===== src/design/mbb_pkg.sv =====
// Shared types, constants and helpers for the monochrome bitmap blit.
// No dependencies; imported by every module of the block.
package mbb_pkg;

	localparam int MAX_SIDE  = 4096;
	localparam int SIDE_W    = 12;
	localparam int COORD_W   = 16;
	localparam int NUM_LANES = 8;
	localparam int LANE_W    = $clog2(NUM_LANES);
	localparam int CFG_IDX_W = 3;
	localparam int CFG_DATA_W = 32;
	localparam int MODE_W    = 4;
	localparam int MODE_CLIP_BIT = 3;

	localparam int SIDE_LIM = (MAX_SIDE - 1 > (1 << SIDE_W) - 1) ? (1 << SIDE_W) - 1
		: MAX_SIDE - 1;

	typedef logic [SIDE_W-1:0] side_t;
	typedef logic signed [COORD_W-1:0] coord_t;

	typedef enum logic [CFG_IDX_W-1:0] {
		CFG_MODE,
		CFG_WIDTH,
		CFG_HEIGHT,
		CFG_ORIGIN,
		CFG_CLIP_MIN,
		CFG_CLIP_MAX
	} cfg_idx_t;

	// Orientation codes, named by the (x, y) terms added to the origin
	typedef enum logic [2:0] {
		ORI_J_I,
		ORI_I_WJ,
		ORI_WJ_HI,
		ORI_HI_J,
		ORI_WJ_I,
		ORI_I_J,
		ORI_J_HI,
		ORI_HI_WJ
	} orient_t;

	typedef struct packed {
		orient_t orient;
		logic    clip_en;
		side_t   w;
		side_t   h;
		coord_t  ox;
		coord_t  oy;
		coord_t  clip_min_x;
		coord_t  clip_min_y;
		coord_t  clip_max_x;
		coord_t  clip_max_y;
	} blit_cfg_t;

	function automatic side_t side_limit(input side_t v);
		side_t lim;
		lim = SIDE_W'(SIDE_LIM);
		return (v > lim) ? lim : v;
	endfunction

endpackage


===== src/design/mono_bitmap_blit_orient_clip.sv =====
// Top level of the monochrome bitmap blit with orientation and clipping.
// Depends on mbb_pkg, mbb_lane and mbb_merge.
//
// Usage:
//   Input channel (in_valid / in_stall / data_byte) takes one bitmap byte per request,
//   leftmost pixel in bit 7. Output channel (out_valid / out_stall) gives one pixel per
//   request: pixel_x, pixel_y and last_of_byte on the final pixel of a byte.
//   Configuration (cfg_valid / cfg_ready / cfg_index / cfg_data) writes mode, width,
//   height, origin and clip corners; cfg_ready is always high. Write only while idle.
//   Eight lanes handle the eight bits of a byte side by side; a merging register then
//   serialises the kept pixels. A byte passes the first stage, the second stage and
//   the merging register before its first pixel goes out. A byte with kept pixels holds
//   the output register until all have gone out; one with none never enters stage two.
//   Bytes are taken back to back while the output register drains.
//   Reset clears the row and column counters and loads the register defaults (8x8,
//   orientation 0, no clipping, origin 0). While out_stall is high the current pixel
//   holds, and in_stall rises once the two internal stages behind it are full.
module mono_bitmap_blit_orient_clip (
	input  logic                              clk,
	input  logic                              arst_n,
	input  logic                              in_valid,
	output logic                              in_stall,
	input  logic [7:0]                        data_byte,
	output logic                              out_valid,
	input  logic                              out_stall,
	output mbb_pkg::coord_t                   pixel_x,
	output mbb_pkg::coord_t                   pixel_y,
	output logic                              last_of_byte,
	input  logic                              cfg_valid,
	output logic                              cfg_ready,
	input  logic [mbb_pkg::CFG_IDX_W-1:0]     cfg_index,
	input  logic [mbb_pkg::CFG_DATA_W-1:0]    cfg_data
);
	import mbb_pkg::*;

	// configuration registers
	logic [MODE_W-1:0]     mode_q;
	side_t                 width_q;
	side_t                 height_q;
	logic [CFG_DATA_W-1:0] origin_q;
	logic [CFG_DATA_W-1:0] clip_min_q;
	logic [CFG_DATA_W-1:0] clip_max_q;
	blit_cfg_t             cfg;

	// position counters
	side_t col_q;
	side_t row_q;

	logic                 in_go;
	logic [SIDE_W:0]      col_ext;
	logic [SIDE_W:0]      w_ext;
	logic [NUM_LANES-1:0] lane_act;
	logic [NUM_LANES-1:0] bit_mask;
	logic                 row_end;

	logic                 v_s1;
	side_t                col_s1;
	side_t                row_s1;
	logic [NUM_LANES-1:0] mask_s1;

	coord_t [NUM_LANES-1:0] lane_x;
	coord_t [NUM_LANES-1:0] lane_y;
	logic [NUM_LANES-1:0]   lane_keep;

	logic                   v_s2;
	coord_t [NUM_LANES-1:0] x_s2;
	coord_t [NUM_LANES-1:0] y_s2;
	logic [NUM_LANES-1:0]   keep_s2;
	logic                   merge_ready;
	logic                   s2_free;

	assign cfg_ready = 1'b1;

	always_ff @(posedge clk or negedge arst_n) begin
		if (!arst_n) begin
			mode_q     <= '0;
			width_q    <= SIDE_W'(7);
			height_q   <= SIDE_W'(7);
			origin_q   <= '0;
			clip_min_q <= '0;
			clip_max_q <= '1;
		end else if (cfg_valid && cfg_ready) begin
			unique case (cfg_idx_t'(cfg_index))
				CFG_MODE:     mode_q     <= cfg_data[MODE_W-1:0];
				CFG_WIDTH:    width_q    <= cfg_data[SIDE_W-1:0];
				CFG_HEIGHT:   height_q   <= cfg_data[SIDE_W-1:0];
				CFG_ORIGIN:   origin_q   <= cfg_data;
				CFG_CLIP_MIN: clip_min_q <= cfg_data;
				CFG_CLIP_MAX: clip_max_q <= cfg_data;
				default: ;
			endcase
		end
	end

	always_comb begin
		cfg.orient     = orient_t'(mode_q[2:0]);
		cfg.clip_en    = mode_q[MODE_CLIP_BIT];
		cfg.w          = side_limit(width_q);
		cfg.h          = side_limit(height_q);
		cfg.ox         = origin_q[COORD_W-1:0];
		cfg.oy         = origin_q[2*COORD_W-1:COORD_W];
		cfg.clip_min_x = clip_min_q[COORD_W-1:0];
		cfg.clip_min_y = clip_min_q[2*COORD_W-1:COORD_W];
		cfg.clip_max_x = clip_max_q[COORD_W-1:0];
		cfg.clip_max_y = clip_max_q[2*COORD_W-1:COORD_W];
	end

	// front: which bits of this byte fall inside the current row
	always_comb begin
		col_ext = {1'b0, col_q};
		w_ext   = {1'b0, cfg.w};
		for (int k = 0; k < NUM_LANES; k++) begin
			lane_act[k] = (k == 0) || (col_ext + (SIDE_W+1)'(k) <= w_ext);
			bit_mask[k] = lane_act[k] && data_byte[NUM_LANES-1-k];
		end
		row_end = (col_ext + (SIDE_W+1)'(NUM_LANES - 1)) >= w_ext;
	end

	assign s2_free  = !v_s2 || merge_ready;
	assign in_stall = v_s1 && !s2_free;
	assign in_go    = in_valid && !in_stall;

	always_ff @(posedge clk or negedge arst_n) begin
		if (!arst_n) begin
			col_q <= '0;
			row_q <= '0;
			v_s1  <= 1'b0;
		end else begin
			if (in_go) begin
				if (row_end) begin
					// drop the rest of the byte, start the next row
					col_q <= '0;
					row_q <= (row_q >= cfg.h) ? '0 : row_q + SIDE_W'(1);
				end else begin
					col_q <= col_q + SIDE_W'(NUM_LANES);
				end
			end
			if (in_go) begin
				v_s1 <= 1'b1;
			end else if (s2_free) begin
				v_s1 <= 1'b0;
			end
		end
	end

	always_ff @(posedge clk) begin
		if (in_go) begin
			col_s1  <= col_q;
			row_s1  <= row_q;
			mask_s1 <= bit_mask;
		end
	end

	for (genvar g = 0; g < NUM_LANES; g++) begin : g_lane
		mbb_lane u_lane (
			.cfg    (cfg),
			.col    (col_s1),
			.row    (row_s1),
			.offset (LANE_W'(g)),
			.bit_en (mask_s1[g]),
			.px     (lane_x[g]),
			.py     (lane_y[g]),
			.keep   (lane_keep[g])
		);
	end

	// a byte with no kept pixel is dropped here
	always_ff @(posedge clk or negedge arst_n) begin
		if (!arst_n) begin
			v_s2 <= 1'b0;
		end else if (s2_free) begin
			v_s2 <= v_s1 && (|lane_keep);
		end
	end

	always_ff @(posedge clk) begin
		if (s2_free && v_s1) begin
			x_s2    <= lane_x;
			y_s2    <= lane_y;
			keep_s2 <= lane_keep;
		end
	end

	mbb_merge u_merge (
		.clk          (clk),
		.arst_n       (arst_n),
		.load_valid   (v_s2),
		.load_x       (x_s2),
		.load_y       (y_s2),
		.load_keep    (keep_s2),
		.load_ready   (merge_ready),
		.out_valid    (out_valid),
		.out_stall    (out_stall),
		.pixel_x      (pixel_x),
		.pixel_y      (pixel_y),
		.last_of_byte (last_of_byte)
	);

	a_stall_needs_s1: assert property (@(posedge clk) disable iff (!arst_n)
		in_stall |-> v_s1)
		else $error("input stalled with empty first stage");
	a_s2_has_pixels: assert property (@(posedge clk) disable iff (!arst_n)
		v_s2 |-> (keep_s2 != '0))
		else $error("second stage holds a byte with no pixels");
	a_s1_hold: assert property (@(posedge clk) disable iff (!arst_n)
		(v_s1 && !s2_free) |=> (v_s1 && $stable(mask_s1)))
		else $error("first stage changed while blocked");
	a_col_in_row: assert property (@(posedge clk) disable iff (!arst_n)
		(in_go && !row_end) |=> (col_q <= cfg.w))
		else $error("column passed the row end");

endmodule


===== src/design/mbb_lane.sv =====
// One pixel lane: orients a bitmap position, adds the origin and applies the clip test.
// Depends on mbb_pkg.
module mbb_lane (
	input  mbb_pkg::blit_cfg_t          cfg,
	input  mbb_pkg::side_t              col,
	input  mbb_pkg::side_t              row,
	input  logic [mbb_pkg::LANE_W-1:0]  offset,
	input  logic                        bit_en,
	output mbb_pkg::coord_t             px,
	output mbb_pkg::coord_t             py,
	output logic                        keep
);
	import mbb_pkg::*;

	side_t  j;
	coord_t jx;
	coord_t ix;
	coord_t wj;
	coord_t hi;
	coord_t dx;
	coord_t dy;
	logic   in_rect;

	always_comb begin
		j  = col + SIDE_W'(offset);
		jx = COORD_W'(j);
		ix = COORD_W'(row);
		wj = COORD_W'(cfg.w) - jx;
		hi = COORD_W'(cfg.h) - ix;
		unique case (cfg.orient)
			ORI_J_I: begin
				dx = jx; dy = ix;
			end
			ORI_I_WJ: begin
				dx = ix; dy = wj;
			end
			ORI_WJ_HI: begin
				dx = wj; dy = hi;
			end
			ORI_HI_J: begin
				dx = hi; dy = jx;
			end
			ORI_WJ_I: begin
				dx = wj; dy = ix;
			end
			ORI_I_J: begin
				dx = ix; dy = jx;
			end
			ORI_J_HI: begin
				dx = jx; dy = hi;
			end
			ORI_HI_WJ: begin
				dx = hi; dy = wj;
			end
			default: begin
				dx = jx; dy = ix;
			end
		endcase
		// wrap modulo 16 bits, compare signed
		px = cfg.ox + dx;
		py = cfg.oy + dy;
		in_rect = (px >= cfg.clip_min_x) && (px <= cfg.clip_max_x) &&
			(py >= cfg.clip_min_y) && (py <= cfg.clip_max_y);
		keep = bit_en && (!cfg.clip_en || in_rect);
	end

endmodule


===== src/design/mbb_merge.sv =====
// Merging stage: holds the lane results of one byte and sends the kept pixels out in
// lane order, one per cycle while out_stall is low, flagging the final one. Depends on mbb_pkg.
module mbb_merge (
	input  logic                                   clk,
	input  logic                                   arst_n,
	input  logic                                   load_valid,
	input  mbb_pkg::coord_t [mbb_pkg::NUM_LANES-1:0] load_x,
	input  mbb_pkg::coord_t [mbb_pkg::NUM_LANES-1:0] load_y,
	input  logic [mbb_pkg::NUM_LANES-1:0]          load_keep,
	output logic                                   load_ready,
	output logic                                   out_valid,
	input  logic                                   out_stall,
	output mbb_pkg::coord_t                        pixel_x,
	output mbb_pkg::coord_t                        pixel_y,
	output logic                                   last_of_byte
);
	import mbb_pkg::*;

	coord_t [NUM_LANES-1:0] x_q;
	coord_t [NUM_LANES-1:0] y_q;
	logic [NUM_LANES-1:0]   pend_q;
	logic [NUM_LANES-1:0]   rest;
	logic [LANE_W-1:0]      sel;
	logic                   out_go;
	logic                   load_go;

	always_comb begin
		sel = '0;
		for (int k = NUM_LANES - 1; k >= 0; k--) begin
			if (pend_q[k]) begin
				sel = LANE_W'(k);
			end
		end
	end

	assign rest         = pend_q & (pend_q - NUM_LANES'(1));
	assign out_valid    = |pend_q;
	assign pixel_x      = x_q[sel];
	assign pixel_y      = y_q[sel];
	assign last_of_byte = (rest == '0);
	assign out_go       = out_valid && !out_stall;
	assign load_ready   = !out_valid || (out_go && last_of_byte);
	assign load_go      = load_valid && load_ready;

	always_ff @(posedge clk or negedge arst_n) begin
		if (!arst_n) begin
			pend_q <= '0;
		end else if (load_go) begin
			pend_q <= load_keep;
		end else if (out_go) begin
			pend_q <= rest;
		end
	end

	always_ff @(posedge clk) begin
		if (load_go) begin
			x_q <= load_x;
			y_q <= load_y;
		end
	end

	a_more_follows: assert property (@(posedge clk) disable iff (!arst_n)
		(out_go && !last_of_byte) |=> out_valid)
		else $error("merge lost pending pixels");
	a_no_overwrite: assert property (@(posedge clk) disable iff (!arst_n)
		load_go |-> (!out_valid || (out_go && last_of_byte)))
		else $error("merge reloaded while pixels pending");
	a_last_single: assert property (@(posedge clk) disable iff (!arst_n)
		(out_valid && last_of_byte) |-> $onehot(pend_q))
		else $error("last flag with several pixels pending");

endmodule

===== config.mk =====
export PLATFORM = sky130hd
export DESIGN_NAME = mono_bitmap_blit_orient_clip
export DESIGN_NICKNAME = d
export VERILOG_FILES = /design/src/design/mbb_pkg.sv /design/src/design/mono_bitmap_blit_orient_clip.sv /design/src/design/mbb_lane.sv /design/src/design/mbb_merge.sv
export SDC_FILE = /design/constraint.sdc
export NUM_CORES = 2
export LEC_CHECK = 0
export BUFFER_PORTS_ARGS = -buffer_cell sky130_fd_sc_hd__buf_2
export CAP_MARGIN = 40
export CELL_PAD_IN_SITES_DETAIL_PLACEMENT = 1
export CELL_PAD_IN_SITES_GLOBAL_PLACEMENT = 2
export CORE_UTILIZATION = 39
export CTS_BUF_LIST = sky130_fd_sc_hd__clkbuf_8
export DETAILED_ROUTE_END_ITERATION = 8
export PLACE_DENSITY_LB_ADDON = 0.1
export SLEW_MARGIN = 20
export SYNTH_ARGS = -nofsm -noshare
export SYNTH_HDL_FRONTEND = slang
export SYNTH_HIERARCHICAL = 1
export SYNTH_SLANG_ARGS = --single-unit

===== constraint.sdc =====
create_clock -name clk -period 8.6 [get_ports clk]
set_input_delay 1.72 -clock clk [delete_from_list [all_inputs] [get_ports clk]]
set_output_delay 1.72 -clock clk [all_outputs]
set_load 0.1 [all_outputs]

=== Word level (Yosys, flattened, before mapping) ===
Cells that the tools add are included.

* Flip-flop bits (word level): 710
* Bits in latches: 0
* Memory bits (writable): 0
* ROM bits: 0
* Input port bits: 48
* Output and inout bits: 36
* Memories: 0

* Add/sub/neg operators: 42
* Multiply operators: 0
* Div/mod/pow operators: 0
* Magnitude comparators: 44
* Equal/unequal tests: 12
* Shift operators: 0
* Muxes and demuxes: 36
* Bitwise gates (word level): 1
* Reduce and logical (&&, ||, !) cells: 84

{| class="wikitable"
|+ Operators by type and width
! cell !! number
|-
| 16-bit case mux with 4 select lines || 16
|-
| 16-bit adder || 16
|-
| 16-bit greater-or-equal comparator || 16
|-
| 16-bit <= comparator || 16
|-
| 12-bit by 12-bit subtractor with 13-bit output || 9
|-
| 16-bit binary-select mux with 3-bit select || 2
|-
| 13-bit by 12-bit <= comparator with 1-bit output || 7
|-
| 12-bit by 3-bit adder with 13-bit output, second input constant || 4
|-
| 12-bit by 3-bit adder with 12-bit output, second input constant || 4
|-
| 12-bit two-way mux || 4
|-
| 1-bit logical AND || 46
|-
| 16-bit two-way mux || 2
|-
| 12-bit by 2-bit adder with 13-bit output, second input constant || 2
|-
| 12-bit by 1-bit adder with 12-bit output, second input constant || 2
|-
| 12-bit by 2-bit adder with 12-bit output, second input constant || 2
|-
| 12-bit greater-than comparator, second input constant || 2
|-
| 3-bit two-way mux || 8
|-
| 3-bit == test, second input constant || 6
|-
| 8-bit two-way mux || 2
|-
| 2-bit OR reduction || 8
|-
| 8-bit OR reduction || 2
|-
| 2-bit AND reduction || 7
|-
| 12-bit by 1-bit adder with 13-bit output, second input constant || 1
|-
| 13-bit by 12-bit greater-or-equal comparator with 1-bit output || 1
|-
| other kinds (13) || 34
|}

=== Depth between registers and ports, before layout ===
* Depth in word-level cells: 13
* Gate-level depth with buffers: 38
* Depth with buffers taken out: 37

=== By module ===
The synthesis kept the hierarchy.

{| class="wikitable"
|+ By module, submodules not included
! module !! times used !! cells an instance !! area an instance (um^2) !! seq. area each (um^2)
|-
| mbb_lane (g_lane[1].u_lane ...) || 4 || 719 || 4994.8 || 0.0
|-
| mono_bitmap_blit_orient_clip || 1 || 920 || 15990.3 || 12524.5
|-
| mbb_merge || 1 || 673 || 10521.3 || 7887.6
|-
| mbb_lane (g_lane[3].u_lane) || 1 || 771 || 5356.4 || 0.0
|-
| mbb_lane (g_lane[0].u_lane) || 1 || 752 || 5291.3 || 0.0
|-
| mbb_lane (g_lane[7].u_lane) || 1 || 725 || 5114.9 || 0.0
|-
| mbb_lane (g_lane[2].u_lane) || 1 || 725 || 5113.7 || 0.0
|}

=== Least setup slack after synthesis ===
No wires, ideal clock.

* Path type: input -> register
* From: in out_stall
* To: reg keep_s2[0] (enable)
* Data arrival time: 8.705 ns
* Setup slack: -0.763 ns
* Cell stages on the path: 5
* Path through: or4_1 a21oi_4 o2bb2ai_2 nand2b_1 and2_1

* Word-level cells in the longest chain between the ends: 6

{| class="wikitable"
|+ Ends and longest elaborated chain
! item !! line !! RTL
|-
| start: declaration || mono_bitmap_blit_orient_clip.sv:25 || <nowiki>input logic out_stall,</nowiki>
|-
| 1-bit logical NOT || mbb_merge.sv:41 || <nowiki>assign out_go = out_valid && !out_stall;</nowiki>
|-
| 1-bit logical AND || mbb_merge.sv:41 ||
|-
| 1-bit logical AND || mbb_merge.sv:42 || <nowiki>assign load_ready = !out_valid || (out_go && last_of_byte);</nowiki>
|-
| 1-bit logical OR || mbb_merge.sv:42 ||
|-
| via merge_ready || mono_bitmap_blit_orient_clip.sv:69 || <nowiki>logic merge_ready;</nowiki>
|-
| 1-bit logical OR || mono_bitmap_blit_orient_clip.sv:119 || <nowiki>assign s2_free = !v_s2 || merge_ready;</nowiki>
|-
| 1-bit logical AND || mono_bitmap_blit_orient_clip.sv:177 || <nowiki>if (s2_free && v_s1) begin</nowiki>
|-
| end signal: assignment || mono_bitmap_blit_orient_clip.sv:180 || <nowiki>keep_s2 <= lane_keep;</nowiki>
|-
| end: declaration || mono_bitmap_blit_orient_clip.sv:68 || <nowiki>logic [NUM_LANES-1:0] keep_s2;</nowiki>
|}

The timed path passes the listed nets, and every way through them passes these cells.
A chain may end at the register's enable or synchronous reset.

==> metrics <==
Synthesis Warnings 6; largest net degree at the start of global routing 140; Worst Tran Pin Value 0.977 ns; initial core utilization 39.3%; Cells after Synth 7442; most frequent cells in the layout ha_1 (950), inv_1 (939), edfxtp_1 (549); Filler Cell Count 19900; cell count after placement 10000; M1 wire length 139000 um; number of global-route vias before repair 60000; Min-Delay Path Class reg -> reg; # setup viols final 0; fraction of layout cells with a size suffix above 1 11.9%; Reg2Reg Depth 32; FP Rows 152; Max Cap Viol 0; most common cell after layout, fill and taps aside ha_1; Async SR Flop Fraction 22.0%; final setup skew 0.0743 ns; Mapped Area 67400 sq um; crit share post-route 95.2%; FF-to-FF Start row_s1[0]; global-route wire length before repair 428000 um; Die W 418 um; Critical Path RT 9.40 ns; number of enable flip-flop cells after synthesis 549; CP max FO 16; Synth-to-Final Area Change 12.6%; footprint of the multi-input gates 42900 sq um; Slew headroom 34.6%; Detailed Route WL 303000 um; Wirelength per Cell 29.5 um; crit end category register; Final ANT Viol Nets 0; layout net count 8908; Num CTS Buffers 131; clock sinks 704; TritonCTS clock tree yes; Finished Layout Cells 10300; cell mode on critical path a21o_1; port buffer count 82; total gr overflow 0; Chip Height 418 um; Synth Register Bits 704; met3 WL 18900 um; Via Count 60800; CORE AREA 172000 sq um; Critical Path End v_s2; most common flop cell mapped by yosys edfxtp_1; Final min period 8.19 ns; unrepaired setup endpoints after global routing false; critical path's slowest cell xnor2_1; DR DRC count 0; CTS root buffer clkbuf_8; Syn Area/Cell 9.05 sq um; Cell variety after synth 130; R2R setup slack 0.41 ns; status finished, final reports clean; H-tree lvl count 4; post-synthesis sequential area ratio 30.3%; CP startpoint row_s1[0]; Final Slew Violations 0; Min-Delay Path Depth 0; CP startpoint kind register; TNS Setup 0 ns; num ports 84; slowest stage delay, CP 0.59 ns; drt via density 5.91; WS Path Type reg -> reg; First DRT Iteration DRCs 5206; register area 20400 sq um; # Post-CTS Setup Buffers 0; DR top layer met5; Worst-path clk slew 0.06 ns; antenna violations before repair 32; Worst-Skew Late Latency 0.93 ns; total track usage 34.2%; reg-to-reg endpoint v_s2; Max Fclk 0.122 GHz; met2 wire length 134000 um; HPWL Detailed 244000 um; arrival time worst endpoint 8.99 ns; gpl congestion 0.982; DIE AREA 174000 sq um; endpoints failing hold 0; Pre-antenna DRT Iters 6; clk buf depth 3
==> metrics by stage <==
step	cell area [sq um]	hold WS [ns]	util [%]	setup slack, ns
finish	75900	0.398	44.2	0.411
floorplan	67600	0.400	-	1.31
global route	75800	0.397	44.2	0.00144
detailed placement	73000	0.405	42.6	0.494
CTS	75600	0.394	44.1	0.447
global placement	72600	0.400	42.3	0.471
==> flip-flops by register name, indices dropped and copies added (netlist names) <==
signal and cells:
u_merge/x_q 128, u_merge/y_q 128, x_s2 128, y_s2 128
clip_max_q 32, clip_min_q 32, origin_q 32, height_q 12
row_q 12, row_s1 12, width_q 12, col_q 9
col_s1 9, keep_s2 8, mask_s1 8, u_merge/pend_q 8
mode_q 4, v_s1 1, v_s2 1
==> kinds of logic after synthesis <==
| family | Yosys count | synth area share, % |
|---|---|---|
| adder cells (fa/ha/maj) | 1023 | 19.3 |
| buffers and inverters | 1130 | 6.50 |
| multiplexers | 192 | 3.19 |
| flip-flops | 704 | 30.3 |
| AO/OA/AOI/OAI | 1912 | 18.9 |
| XOR/XNOR | 513 | 6.90 |
| other | 2 | 0.0111 |
| AND/OR/NAND/NOR | 1966 | 14.8 |
==> per-layer routing <==
metal	vias to the layer above	global-route usage, %
met5	-	0
met4	26	13.1
met3	373	5.21
met2	1758	53.3
met1	30800	47.4
li1	27900	-
==> worst min path at each step <==
stage                            end      start  slack [ns]
finish               u_merge/x_q[86]   x_s2[86]        0.40
global route         u_merge/x_q[76]   x_s2[76]        0.40
floorplan             u_merge/x_q[0]    x_s2[0]        0.40
detailed placement  u_merge/x_q[114]  x_s2[114]        0.41
CTS                  u_merge/x_q[76]   x_s2[76]        0.39
global placement     u_merge/x_q[78]   x_s2[78]        0.40
==> repair_timing <==
item | in CTS | in global routing
gates resized for setup | 0 | 3
setup endpoints to repair | 0 | 1
hold buffers | 0 | 0
==> synth_stat cells (all sizes together) (117+ instances only) <==
master,instances,area (sq um)
a211oi,181,1420
a21o,163,1230
a21oi,493,2500
and3,173,1110
clkbuf,168,637
dfrtp,117,2930
edfxtp,549,16500
ha,950,11900
inv,898,3370
nand2,450,1690
nand3,154,771
nand4,134,845
nor2,453,1710
nor2b,178,1110
o21ai,421,2110
xnor2,313,2820
xor2,196,1740
==> worst max-delay path: cells and delay by family, from the launching register on <==
kind | cells | cell delay (ns)
compound gates | 16 | 4.14
fa+ha+maj | 4 | 1.34
simple gates | 8 | 1.17
xor+xnor | 2 | 0.74
buf+inv | 2 | 0.33
flops | 1 | 0.32
==> layout make-up <==
cell class	count	area share [%]
repair buffers	463	4.75
flip-flops and latches	704	26.9
multi-input cells	5671	56.6
diodes	10	0.0330
well taps	2310	3.81
inverters	899	4.45
clock buffers	141	2.56
clock inverters	93	0.851
Power is left out: the tool's default activity adds up to more than one toggle a clock period on the data nets, which glitch-free logic cannot reach.
